$ cat src/design/ipv4rx_pkg.sv
// Shared types and codes for the IPv4 receive header checker.
package ipv4rx_pkg;

  // Header fields gathered over one packet, passed from the accumulator to the verdict stage
  typedef struct packed {
    logic [15:0] byte_count;
    logic [7:0]  version_ihl;
    logic [15:0] sum;
    logic [15:0] total_length;
    logic [15:0] frag;
    logic [7:0]  protocol;
    logic [31:0] source;
    logic [31:0] destination;
  } hdr_t;

  localparam logic [2:0] VERDICT_ACCEPT   = 3'd0;
  localparam logic [2:0] VERDICT_SHORT    = 3'd1;
  localparam logic [2:0] VERDICT_VERSION  = 3'd2;
  localparam logic [2:0] VERDICT_HDR_LEN  = 3'd3;
  localparam logic [2:0] VERDICT_CHECKSUM = 3'd4;
  localparam logic [2:0] VERDICT_TOT_LEN  = 3'd5;
  localparam logic [2:0] VERDICT_FRAGMENT = 3'd6;
  localparam logic [2:0] VERDICT_NOT_OURS = 3'd7;

  localparam logic [1:0] CLASS_ICMP  = 2'd0;
  localparam logic [1:0] CLASS_UDP   = 2'd1;
  localparam logic [1:0] CLASS_TCP   = 2'd2;
  localparam logic [1:0] CLASS_OTHER = 2'd3;

  localparam logic [7:0] PROTO_ICMP = 8'd1;
  localparam logic [7:0] PROTO_UDP  = 8'd17;
  localparam logic [7:0] PROTO_TCP  = 8'd6;

  localparam logic [15:0] MIN_HDR_BYTES = 16'd20;
  localparam logic [15:0] COUNT_MAX     = 16'hFFFF;
  localparam logic [15:0] SUM_GOOD      = 16'hFFFF;
  localparam logic [3:0]  IP_VERSION    = 4'h4;
  localparam logic [31:0] BCAST_ADDR    = 32'hFFFF_FFFF;

endpackage

$ cat src/design/ipv4rx_hdr_accum.sv
// Byte counter, header field capture and running ones' complement sum.
module ipv4rx_hdr_accum (
  input  logic               clk,
  input  logic               rst,
  input  logic               take,
  input  logic               fresh,
  input  logic               drop,
  input  logic [7:0]         data_byte,
  output ipv4rx_pkg::hdr_t   hdr
);

  localparam logic [15:0] OFS_VER_IHL   = 16'd0;
  localparam logic [15:0] OFS_TLEN_HI   = 16'd2;
  localparam logic [15:0] OFS_TLEN_LO   = 16'd3;
  localparam logic [15:0] OFS_FRAG_HI   = 16'd6;
  localparam logic [15:0] OFS_FRAG_LO   = 16'd7;
  localparam logic [15:0] OFS_PROTOCOL  = 16'd9;
  localparam logic [15:0] OFS_SRC_FIRST = 16'd12;
  localparam logic [15:0] OFS_SRC_LAST  = 16'd15;
  localparam logic [15:0] OFS_DST_FIRST = 16'd16;
  localparam logic [15:0] OFS_DST_LAST  = 16'd19;

  ipv4rx_pkg::hdr_t hdr_base;
  ipv4rx_pkg::hdr_t hdr_next;
  logic [7:0]       high_byte_hold;
  logic [7:0]       hold_base;
  logic [7:0]       hold_next;
  logic [5:0]       hlen_cur;
  logic [15:0]      idx;
  logic [16:0]      word_sum;

  always_comb begin
    // a finished packet still sitting here counts as cleared state
    hdr_base  = fresh ? '0 : hdr;
    hold_base = fresh ? 8'd0 : high_byte_hold;
    idx       = hdr_base.byte_count;
    hdr_next  = hdr_base;
    hold_next = hold_base;
    hlen_cur  = (idx == OFS_VER_IHL) ? {data_byte[3:0], 2'b00}
                                     : {hdr_base.version_ihl[3:0], 2'b00};
    word_sum  = {1'b0, hdr_base.sum} + {1'b0, hold_base, data_byte};
    if (word_sum > 17'h0FFFF) begin
      word_sum = word_sum - 17'h0FFFF;
    end
    if (idx != ipv4rx_pkg::COUNT_MAX) begin
      hdr_next.byte_count = idx + 16'd1;
      if (idx == OFS_VER_IHL) hdr_next.version_ihl = data_byte;
      if (idx == OFS_TLEN_HI) hdr_next.total_length[15:8] = data_byte;
      if (idx == OFS_TLEN_LO) hdr_next.total_length[7:0] = data_byte;
      if (idx == OFS_FRAG_HI) hdr_next.frag[15:8] = data_byte;
      if (idx == OFS_FRAG_LO) hdr_next.frag[7:0] = data_byte;
      if (idx == OFS_PROTOCOL) hdr_next.protocol = data_byte;
      if (idx >= OFS_SRC_FIRST && idx <= OFS_SRC_LAST) begin
        hdr_next.source = {hdr_base.source[23:0], data_byte};
      end
      if (idx >= OFS_DST_FIRST && idx <= OFS_DST_LAST) begin
        hdr_next.destination = {hdr_base.destination[23:0], data_byte};
      end
      if (!idx[0]) begin
        hold_next = data_byte;
      end else if (idx < {10'd0, hlen_cur}) begin
        hdr_next.sum = word_sum[15:0];
      end
    end
  end

  always_ff @(posedge clk) begin
    if (rst) begin
      hdr            <= '0;
      high_byte_hold <= 8'd0;
    end else if (take) begin
      hdr            <= hdr_next;
      high_byte_hold <= hold_next;
    end else if (drop) begin
      hdr            <= '0;
      high_byte_hold <= 8'd0;
    end
  end

endmodule

$ cat src/design/ipv4rx_verdict.sv
// Header checks in priority order and the registered result beat.
module ipv4rx_verdict (
  input  logic               clk,
  input  logic               rst,
  input  logic               load,
  input  ipv4rx_pkg::hdr_t   hdr,
  input  logic [31:0]        local_ip,
  input  logic               result_stall,
  output logic               result_valid,
  output logic [2:0]         verdict,
  output logic [1:0]         protocol_class,
  output logic [31:0]        source_ip,
  output logic [15:0]        upper_length,
  output logic [5:0]         header_length
);

  logic [5:0]  hlen;
  logic [15:0] hlen_w;
  logic [2:0]  code;
  logic [1:0]  pclass;

  always_comb begin
    hlen   = {hdr.version_ihl[3:0], 2'b00};
    hlen_w = {10'd0, hlen};
    if (hdr.byte_count < ipv4rx_pkg::MIN_HDR_BYTES) begin
      code = ipv4rx_pkg::VERDICT_SHORT;
    end else if (hdr.version_ihl[7:4] != ipv4rx_pkg::IP_VERSION) begin
      code = ipv4rx_pkg::VERDICT_VERSION;
    end else if (hlen_w < ipv4rx_pkg::MIN_HDR_BYTES || hlen_w > hdr.byte_count) begin
      code = ipv4rx_pkg::VERDICT_HDR_LEN;
    end else if (hdr.sum != ipv4rx_pkg::SUM_GOOD) begin
      code = ipv4rx_pkg::VERDICT_CHECKSUM;
    end else if (hdr.total_length < hlen_w || hdr.total_length > hdr.byte_count) begin
      code = ipv4rx_pkg::VERDICT_TOT_LEN;
    end else if (hdr.frag[13] || (hdr.frag[12:0] != 13'd0)) begin
      code = ipv4rx_pkg::VERDICT_FRAGMENT;
    end else if (hdr.destination != local_ip && hdr.destination != ipv4rx_pkg::BCAST_ADDR) begin
      code = ipv4rx_pkg::VERDICT_NOT_OURS;
    end else begin
      code = ipv4rx_pkg::VERDICT_ACCEPT;
    end

    case (hdr.protocol)
      ipv4rx_pkg::PROTO_ICMP: pclass = ipv4rx_pkg::CLASS_ICMP;
      ipv4rx_pkg::PROTO_UDP:  pclass = ipv4rx_pkg::CLASS_UDP;
      ipv4rx_pkg::PROTO_TCP:  pclass = ipv4rx_pkg::CLASS_TCP;
      default:                pclass = ipv4rx_pkg::CLASS_OTHER;
    endcase
  end

  always_ff @(posedge clk) begin
    if (rst) begin
      result_valid <= 1'b0;
    end else if (load) begin
      result_valid <= 1'b1;
    end else if (!result_stall) begin
      result_valid <= 1'b0;
    end
  end

  always_ff @(posedge clk) begin
    if (load) begin
      verdict       <= code;
      header_length <= hlen;
      if (code == ipv4rx_pkg::VERDICT_ACCEPT) begin
        protocol_class <= pclass;
        source_ip      <= hdr.source;
        upper_length   <= hdr.total_length - hlen_w;
      end else begin
        // reject: report no dispatch information
        protocol_class <= ipv4rx_pkg::CLASS_OTHER;
        source_ip      <= 32'd0;
        upper_length   <= 16'd0;
      end
    end
  end

endmodule

$ cat src/design/ipv4_receive_header_check_top.sv
// Top level of the IPv4 receive header checker.
//
//   channel   direction  handshake                  payload
//   item      in         item_valid / item_stall    data_byte, last_byte
//   result    out        result_valid / result_stall verdict, protocol_class,
//                                                   source_ip, upper_length,
//                                                   header_length
//   local_ip  in         local_ip_we                local_ip_wdata
//
// One byte beat per cycle is accepted while item_stall is low. A beat passes
// an input register, then updates the header state; a last beat's verdict is
// registered next, in the result register, once that register is free.
// Synchronous active-high rst clears the handshake flags, the header state
// and local_ip. A stalled result holds; while the finished packet cannot move
// into the result register, the input register holds one byte and stalls.
module ipv4_receive_header_check_top (
  input  logic        clk,
  input  logic        rst,
  input  logic        local_ip_we,
  input  logic [31:0] local_ip_wdata,
  input  logic        item_valid,
  output logic        item_stall,
  input  logic [7:0]  data_byte,
  input  logic        last_byte,
  output logic        result_valid,
  input  logic        result_stall,
  output logic [2:0]  verdict,
  output logic [1:0]  protocol_class,
  output logic [31:0] source_ip,
  output logic [15:0] upper_length,
  output logic [5:0]  header_length
);

  logic             [31:0] local_ip;
  logic                    in_full;
  logic             [7:0]  in_byte;
  logic                    in_last;
  logic                    pend;
  logic                    out_free;
  logic                    pend_go;
  logic                    state_free;
  logic                    in_go;
  logic                    accept;
  ipv4rx_pkg::hdr_t        hdr;

  assign out_free   = !result_valid || !result_stall;
  assign pend_go    = pend && out_free;
  assign state_free = !pend || pend_go;
  assign in_go      = in_full && state_free;
  assign item_stall = in_full && !state_free;
  assign accept     = item_valid && !item_stall;

  always_ff @(posedge clk) begin
    if (rst) begin
      local_ip <= 32'd0;
    end else if (local_ip_we) begin
      local_ip <= local_ip_wdata;
    end
  end

  always_ff @(posedge clk) begin
    if (rst) begin
      in_full <= 1'b0;
      pend    <= 1'b0;
    end else begin
      if (accept) begin
        in_full <= 1'b1;
      end else if (in_go) begin
        in_full <= 1'b0;
      end
      // a last beat leaves its packet waiting for the result register
      if (in_go) begin
        pend <= in_last;
      end else if (pend_go) begin
        pend <= 1'b0;
      end
    end
  end

  always_ff @(posedge clk) begin
    if (accept) begin
      in_byte <= data_byte;
      in_last <= last_byte;
    end
  end

  ipv4rx_hdr_accum u_accum (
    .clk       (clk),
    .rst       (rst),
    .take      (in_go),
    .fresh     (pend),
    .drop      (pend_go),
    .data_byte (in_byte),
    .hdr       (hdr)
  );

  ipv4rx_verdict u_verdict (
    .clk            (clk),
    .rst            (rst),
    .load           (pend_go),
    .hdr            (hdr),
    .local_ip       (local_ip),
    .result_stall   (result_stall),
    .result_valid   (result_valid),
    .verdict        (verdict),
    .protocol_class (protocol_class),
    .source_ip      (source_ip),
    .upper_length   (upper_length),
    .header_length  (header_length)
  );

endmodule

$ cat config.mk
export PLATFORM = sky130hd
export DESIGN_NAME = ipv4_receive_header_check_top
export DESIGN_NICKNAME = d
export VERILOG_FILES = /design/src/design/ipv4rx_pkg.sv /design/src/design/ipv4rx_hdr_accum.sv /design/src/design/ipv4rx_verdict.sv /design/src/design/ipv4_receive_header_check_top.sv
export SDC_FILE = /design/constraint.sdc
export NUM_CORES = 1
export LEC_CHECK = 0
export BUFFER_PORTS_ARGS = -buffer_cell sky130_fd_sc_hd__buf_2
export CAP_MARGIN = 5
export CORE_MARGIN = 10
export CORE_UTILIZATION = 65
export DETAILED_ROUTE_END_ITERATION = 8
export PLACE_DENSITY = 0.91
export SLEW_MARGIN = 30
export SYNTH_ARGS = -nofsm -noshare
export SYNTH_HDL_FRONTEND = slang
export SYNTH_SLANG_ARGS = --single-unit
$ cat constraint.sdc
create_clock -name clk -period 10.3 [get_ports clk]
set_clock_uncertainty 0.15 [all_clocks]
set_input_delay 2.06 -clock clk [delete_from_list [all_inputs] [get_ports clk]]
set_output_delay 2.06 -clock clk [all_outputs]
set_load 0.02 [all_outputs]
[After elaboration in Yosys (flattened, before gate mapping)]
Cells that the tools add are included.
Word-level totals
  output and inout port bits: 61
  bits in registers: 253
  input port bits: 46
  word-level logic and storage cells: 106
Operators by class
  equal/unequal tests: 14
  multiplexer cells: 35
  add/subtract/negate cells: 4
  reduce and logical (&&, ||, !) cells: 22
  $lt $le $gt $ge: 11
Operator list (count)
  two-way mux 144 bit: 4
  two-way mux 8 bit: 11
  two-way mux 32 bit: 2
  two-way mux 16 bit: 3
  == test 16 x 2 -> 1 bit, second input constant: 2
  == test 16 x 3 -> 1 bit, second input constant: 2
  less-than comparator 16 x 6 -> 1 bit: 2
  inequality test 16 bit, second input constant: 2
  inequality test 32 bit: 1
  inequality test 32 bit, second input constant: 1
  two-way mux 3 bit: 7
  adder 16 x 16 -> 17 bit: 1
  > comparator 17 x 16 -> 1 bit, second input constant: 1
  adder 16 x 1 -> 16 bit, second input constant: 1
  == test 16 x 4 -> 1 bit, second input constant: 1
  >= comparator 16 x 4 -> 1 bit, second input constant: 1
  >= comparator 16 x 5 -> 1 bit, second input constant: 1
  > comparator 16 bit: 1
  > comparator 6 x 16 -> 1 bit: 1
  <= comparator 16 x 4 -> 1 bit, second input constant: 1
  <= comparator 16 x 5 -> 1 bit, second input constant: 1
  logical NOT 16 bit: 1
  less-than comparator 16 x 5 -> 1 bit, second input constant: 1
  subtractor 16 bit, second input constant: 1
  16 further kinds: 36

[Logic depth before layout (Yosys ltp)]
  depth after elaboration: 10
  gate-level depth with buffers: 22
  mapped depth without buffers: 15

[Hierarchy]
A second synthesis with hierarchy kept.
Unflattened totals
  cell total of the unflattened synthesis: 1404
  area, all modules: 13033.8 um^2
By module, submodules not included
  ipv4rx_hdr_accum: sequential area each 3042.9 um^2, area an instance 7823.8 um^2, times used 1, cells each 927
  ipv4rx_verdict: sequential area each 1731.7 um^2, area an instance 3676.0 um^2, times used 1, cells each 352
  ipv4_receive_header_check_top: sequential area each 950.9 um^2, area an instance 1534.0 um^2, times used 1, cells each 125

[Worst setup path before layout]
OpenSTA, ideal clock, no wires.
  path type: register -> register
  start: register pend
  end: register, netlist name u_accum.hdr[109]
  path buffers: 8
  arrival: 5.120 ns
  cell stages (with the launch flop): 22
  period minus slack after synthesis: 5.386 ns
  setup slack: 4.914 ns
  required time: 10.034 ns
  library setup time: 0.116 ns
  path through: dfxtp_1 > buf_4 > buf_6 > clkbuf_1 > buf_1 > clkbuf_1 > clkbuf_1 > clkbuf_1 > nor2b_1 > ha_1 > clkbuf_1 > a21o_1 > a31oi_1 > nor3b_1 > a22o_1 > o221ai_1 > or3_1 > or3_4 > or3_1 > a21o_1 > a32oi_1 > nor2_1
On the way
  longest elaborated chain between the ends: 8
  elaborated cells between the ends (all ways): 19
  classes of those cells: 2 x add/sub; 2 x order compare; 1 x eq/ne; 8 x mux; 6 x reduce/logical
Ends and longest elaborated chain
  from (decl): line ipv4_receive_header_check_top.sv:38  | logic pend;
  from (signal assigned): line ipv4_receive_header_check_top.sv:73  | pend <= in_last;
  two-way mux 144 bit / two-way mux 8 bit (equally long branches): line ipv4rx_hdr_accum.sv:34, ipv4rx_hdr_accum.sv:35
  adder 16 x 16 -> 17 bit / logical NOT 16 bit (equally long branches): line ipv4rx_hdr_accum.sv:41, ipv4rx_hdr_accum.sv:39
  subtractor 16 bit (tied with other cells): line ipv4rx_hdr_accum.sv:43  | word_sum = word_sum - 17'h0FFFF;
  two-way mux 16 bit / less-than comparator 16 x 6 -> 1 bit (equally long branches): line ipv4rx_hdr_accum.sv:42, ipv4rx_hdr_accum.sv:61
  two-way mux 16 bit: line ipv4rx_hdr_accum.sv:61  | end else if (idx < {10'd0, hlen_cur}) begin
  two-way mux 16 bit: line ipv4rx_hdr_accum.sv:59  | if (!idx[0]) begin
  two-way mux 144 bit: line ipv4rx_hdr_accum.sv:45  | if (idx != ipv4rx_pkg::COUNT_MAX) begin
  two-way mux 144 bit: line ipv4rx_hdr_accum.sv:71  | end else if (take) begin
Parallel ways exist; a longest one is shown, timed or not.
A chain may end at the register's enable or synchronous reset.

[Final worst setup path]
  start: input result_stall
  end: output item_stall
On the way
  longest elaborated chain between the ends: 6
Ends and longest elaborated chain
  from (decl): line ipv4_receive_header_check_top.sv:26  | input logic result_stall,
  logical NOT 1 bit
  logical OR 1 bit: line ipv4_receive_header_check_top.sv:46  | assign out_free = !result_valid || !result_stall;
  logical AND 1 bit: line ipv4_receive_header_check_top.sv:47  | assign pend_go = pend && out_free;
  logical OR 1 bit: line ipv4_receive_header_check_top.sv:48  | assign state_free = !pend || pend_go;
  logical NOT 1 bit: line ipv4_receive_header_check_top.sv:50  | assign item_stall = in_full && !state_free;
  logical AND 1 bit: line ipv4_receive_header_check_top.sv:50
  to (decl): line ipv4_receive_header_check_top.sv:22  | output logic item_stall,
No other way between the ends.

==> run metrics <==
status=finished clean; via count of the first global-routing pass=10410; Die X-Extent=160.4 microns; # rows=51; GRT overflow=0; Tot Pwr=0.002222 W; Die Ht=160.4 microns; sequential area share after synthesis=44.39%; depth of the worst register-to-register path=14; drt wl/cell=19.63 microns; detailed-route via count=10920; worst slew pin tran=1026 ps; DIE AREA=0.02572 sq mm; pin count of the biggest net entering global routing=117; area leader, netlist=dfxtp_1; clock power share=44.0%; Final Max Slew Viols=0; CP dominant cell by count=buf_2; Post-Syn Area=0.01281 sq mm; CP required=8090 ps; cts bufs inserted=25; Final Cycle Share=50.31%; Setup Fix Bufs, Post-CTS=0; CTS tree=built; first-pass GRT wire length=53980 microns; clock buffer depth=3; Synth Flop Type=dfxtp_1; post-cts gate resize count=0; drt drc=0; PD cells=155.2 mW/mm^2; Crit path arrival time=2970 ps; Yosys top cell area share=28.92%; post-DP HPWL=22830 microns; CTS H-tree lvls=1; Max Cap Viol=0; synthesis-to-finish area growth=11.80%; Sw Share=23.84%; CP Cell Sequence=buf_2 -> and2_1 -> and3_1 -> buf_2; hold_sp=u_accum.high_byte_hold[3]$_SDFFE_PP0P_; worst-path fanout max=7; Internal=0.001692 W; GRT Overall Usage=24.94%; clock-pin slew on the worst setup and hold paths=60 ps; initial antenna violation count=0; PortBufs=104; top cells by count, synth=nor2_1 (220), dfxtp_1 (185), a22oi_1 (106), clkbuf_1 (66), edfxtp_1 (66); Post-synth EDFFs=66; final hold viol count=0; hold depth=2; combinational power share=8.5%; Mapped Avg Cell Area=9.227 sq um; FF-to-FF setup slack=5320 ps; worst reg2reg endpoint=u_accum.hdr[115]$_SDFFE_PP0P_; TNS Setup=0 ps; CP max stage delay=330 ps; GP Congestion=0.9515; CP startpoint kind=primary input; Net Sw Power=0.0005298 W; Min-Delay Path Class=reg -> reg; Sequential Power Share=47.5%; Iter 0 DRT Violations=1249; routed wire length=33930 microns; layout cells sized above 1=13.25%; count leader, synth=nor2_1; LEAKAGE=5.677 nW; # setup viols final=0; Area contributors post-synth=dfxtp_1 (29%), edfxtp_1 (15%), nor2_1 (6.4%); CP Capture Type=output pin; reg2reg start=in_byte[0]$_DFFE_PP_; Warnings, synthesis=0; Max transition margin=31.63%; Final #Nets=1536; flop and latch count out of synthesis=251; Worst Hold End=u_accum.high_byte_hold[3]$_SDFFE_PP0P_; crit path kind=in -> out; Tmin final=5182 ps; Core Area=0.01940 sq mm; Starting Density=66.02%; number of detailed-route iterations in the first pass=6; FFs w/ async S/R, synth=0%; worst-skew pair later-pin latency=540 ps; CP max-delay cell=and3_1; Post-CTS Hold Fix Bufs=0; ant diodes=0; Root Driver=clkbuf_16; clk sinks=251; Cells after Synth=1388; antenna violation net count after detailed routing=0; Avg Vias per Cell=6.316; RSZ-0062 raised after global routing=false; Ports=107; fmax=193.0 MHz; post-synth cell types=92; Peak VDD IR=121.9 uV
state kept, by name, indices dropped and copies added, names as in the netlist, 2 cells and up:
signal and flops:
u_accum.hdr 142, local_ip 32, u_verdict.source_ip 32, u_verdict.upper_length 16, in_byte 8, u_accum.high_byte_hold 8, u_verdict.header_length 4, u_verdict.verdict 3
u_verdict.protocol_class 2
stage by stage:
stage / hold slack [ps] / util, % / worst slack [ps] / instances / cell area, sq um
finish: 326.6 / 73.81 / 5118 / 1729 / 14320
floorplan: 289.2 / - / 4914 / 1389 / 12810
global placement: 308.4 / 68.93 / 5175 / 1680 / 13370
detailed placement: 318.2 / 69.15 / 5165 / 1682 / 13410
global route: 361.5 / 73.81 / 5085 / 1729 / 14320
CTS: 332.4 / 73.68 / 5159 / 1728 / 14290
routing by layer:
| layer | share of wire [%] | up-vias | track usage, % |
|---|---|---|---|
| met3 | 9.0 | 84 | 4.729 |
| met1 | 41 | 5192 | 31.73 |
| met2 | 48 | 529 | 41.58 |
| met5 | 0 | - | 0 |
| met4 | 3.0 | 0 | 8.765 |
| li1 | - | 5115 | - |
worst max path at each step:
stage | startpoint | cells past startpoint | slack (ps) | end
floorplan | pend$_SDFFE_PP0P_ | 21 | 4910 | u_accum.hdr[109]$_SDFFE_PP0P_
finish | result_stall | 4 | 5120 | item_stall
detailed placement | result_stall | 4 | 5160 | item_stall
global placement | result_stall | 4 | 5170 | item_stall
global route | result_stall | 4 | 5080 | item_stall
CTS | result_stall | 4 | 5160 | item_stall
power groups by stage:
| stage | combinational [W] | sequential (W) | clock (W) |
|---|---|---|---|
| after floorplan | 0.000136 | 0.00107 | 0 |
| after global placement | 0.000176 | 0.00108 | 0 |
| after detailed placement | 0.000183 | 0.00108 | 0 |
| after CTS | 0.000185 | 0.00105 | 0.000987 |
| after global routing | 0.000208 | 0.00106 | 0.00102 |
| final | 0.000190 | 0.00105 | 0.000978 |
worst max-delay path, delay by kind of cell:
family,cells,cell delay [ps]
simple gates,2,610
buf+inv,2,290
area by class of cell:
cell class / instances / area [sq um]
multi-input cells: 1013 / 6648
flip-flops and latches: 251 / 5687
fillers: 1379 / 5080
clock buffers: 37 / 690.7
repair buffers: 115 / 624.3
well taps: 265 / 331.6
clock inverters: 9 / 188.9
inverters: 39 / 148.9
cells by family (layout without fill, tap and decap cells):
kind of cell             count (synthesis)  count (layout)  synth area share, %
other                                    1               2              0.02928
AND/OR/NAND/NOR                        537             537                21.04
flip-flops                             251             251                44.39
AO/OA/AOI/OAI                          307             307                17.01
multiplexers                            48              48                3.800
adder cells (fa/ha/maj)                 46              46                4.621
XOR/XNOR                                73              73                5.109
buffers and inverters                  125             200                3.996
placed cells by master (no fill, tap or decap), types with 48 or more instances in the layout:
| cell type | instances |
|---|---|
| a21oi_1 | 56 |
| a22oi_1 | 106 |
| and2_1 | 53 |
| buf_2 | 103 |
| dfxtp_1 | 184 |
| edfxtp_1 | 66 |
| nand2_1 | 65 |
| nor2_1 | 218 |
| xor2_1 | 48 |
Note: power is estimated with default switching activity, not from simulation.
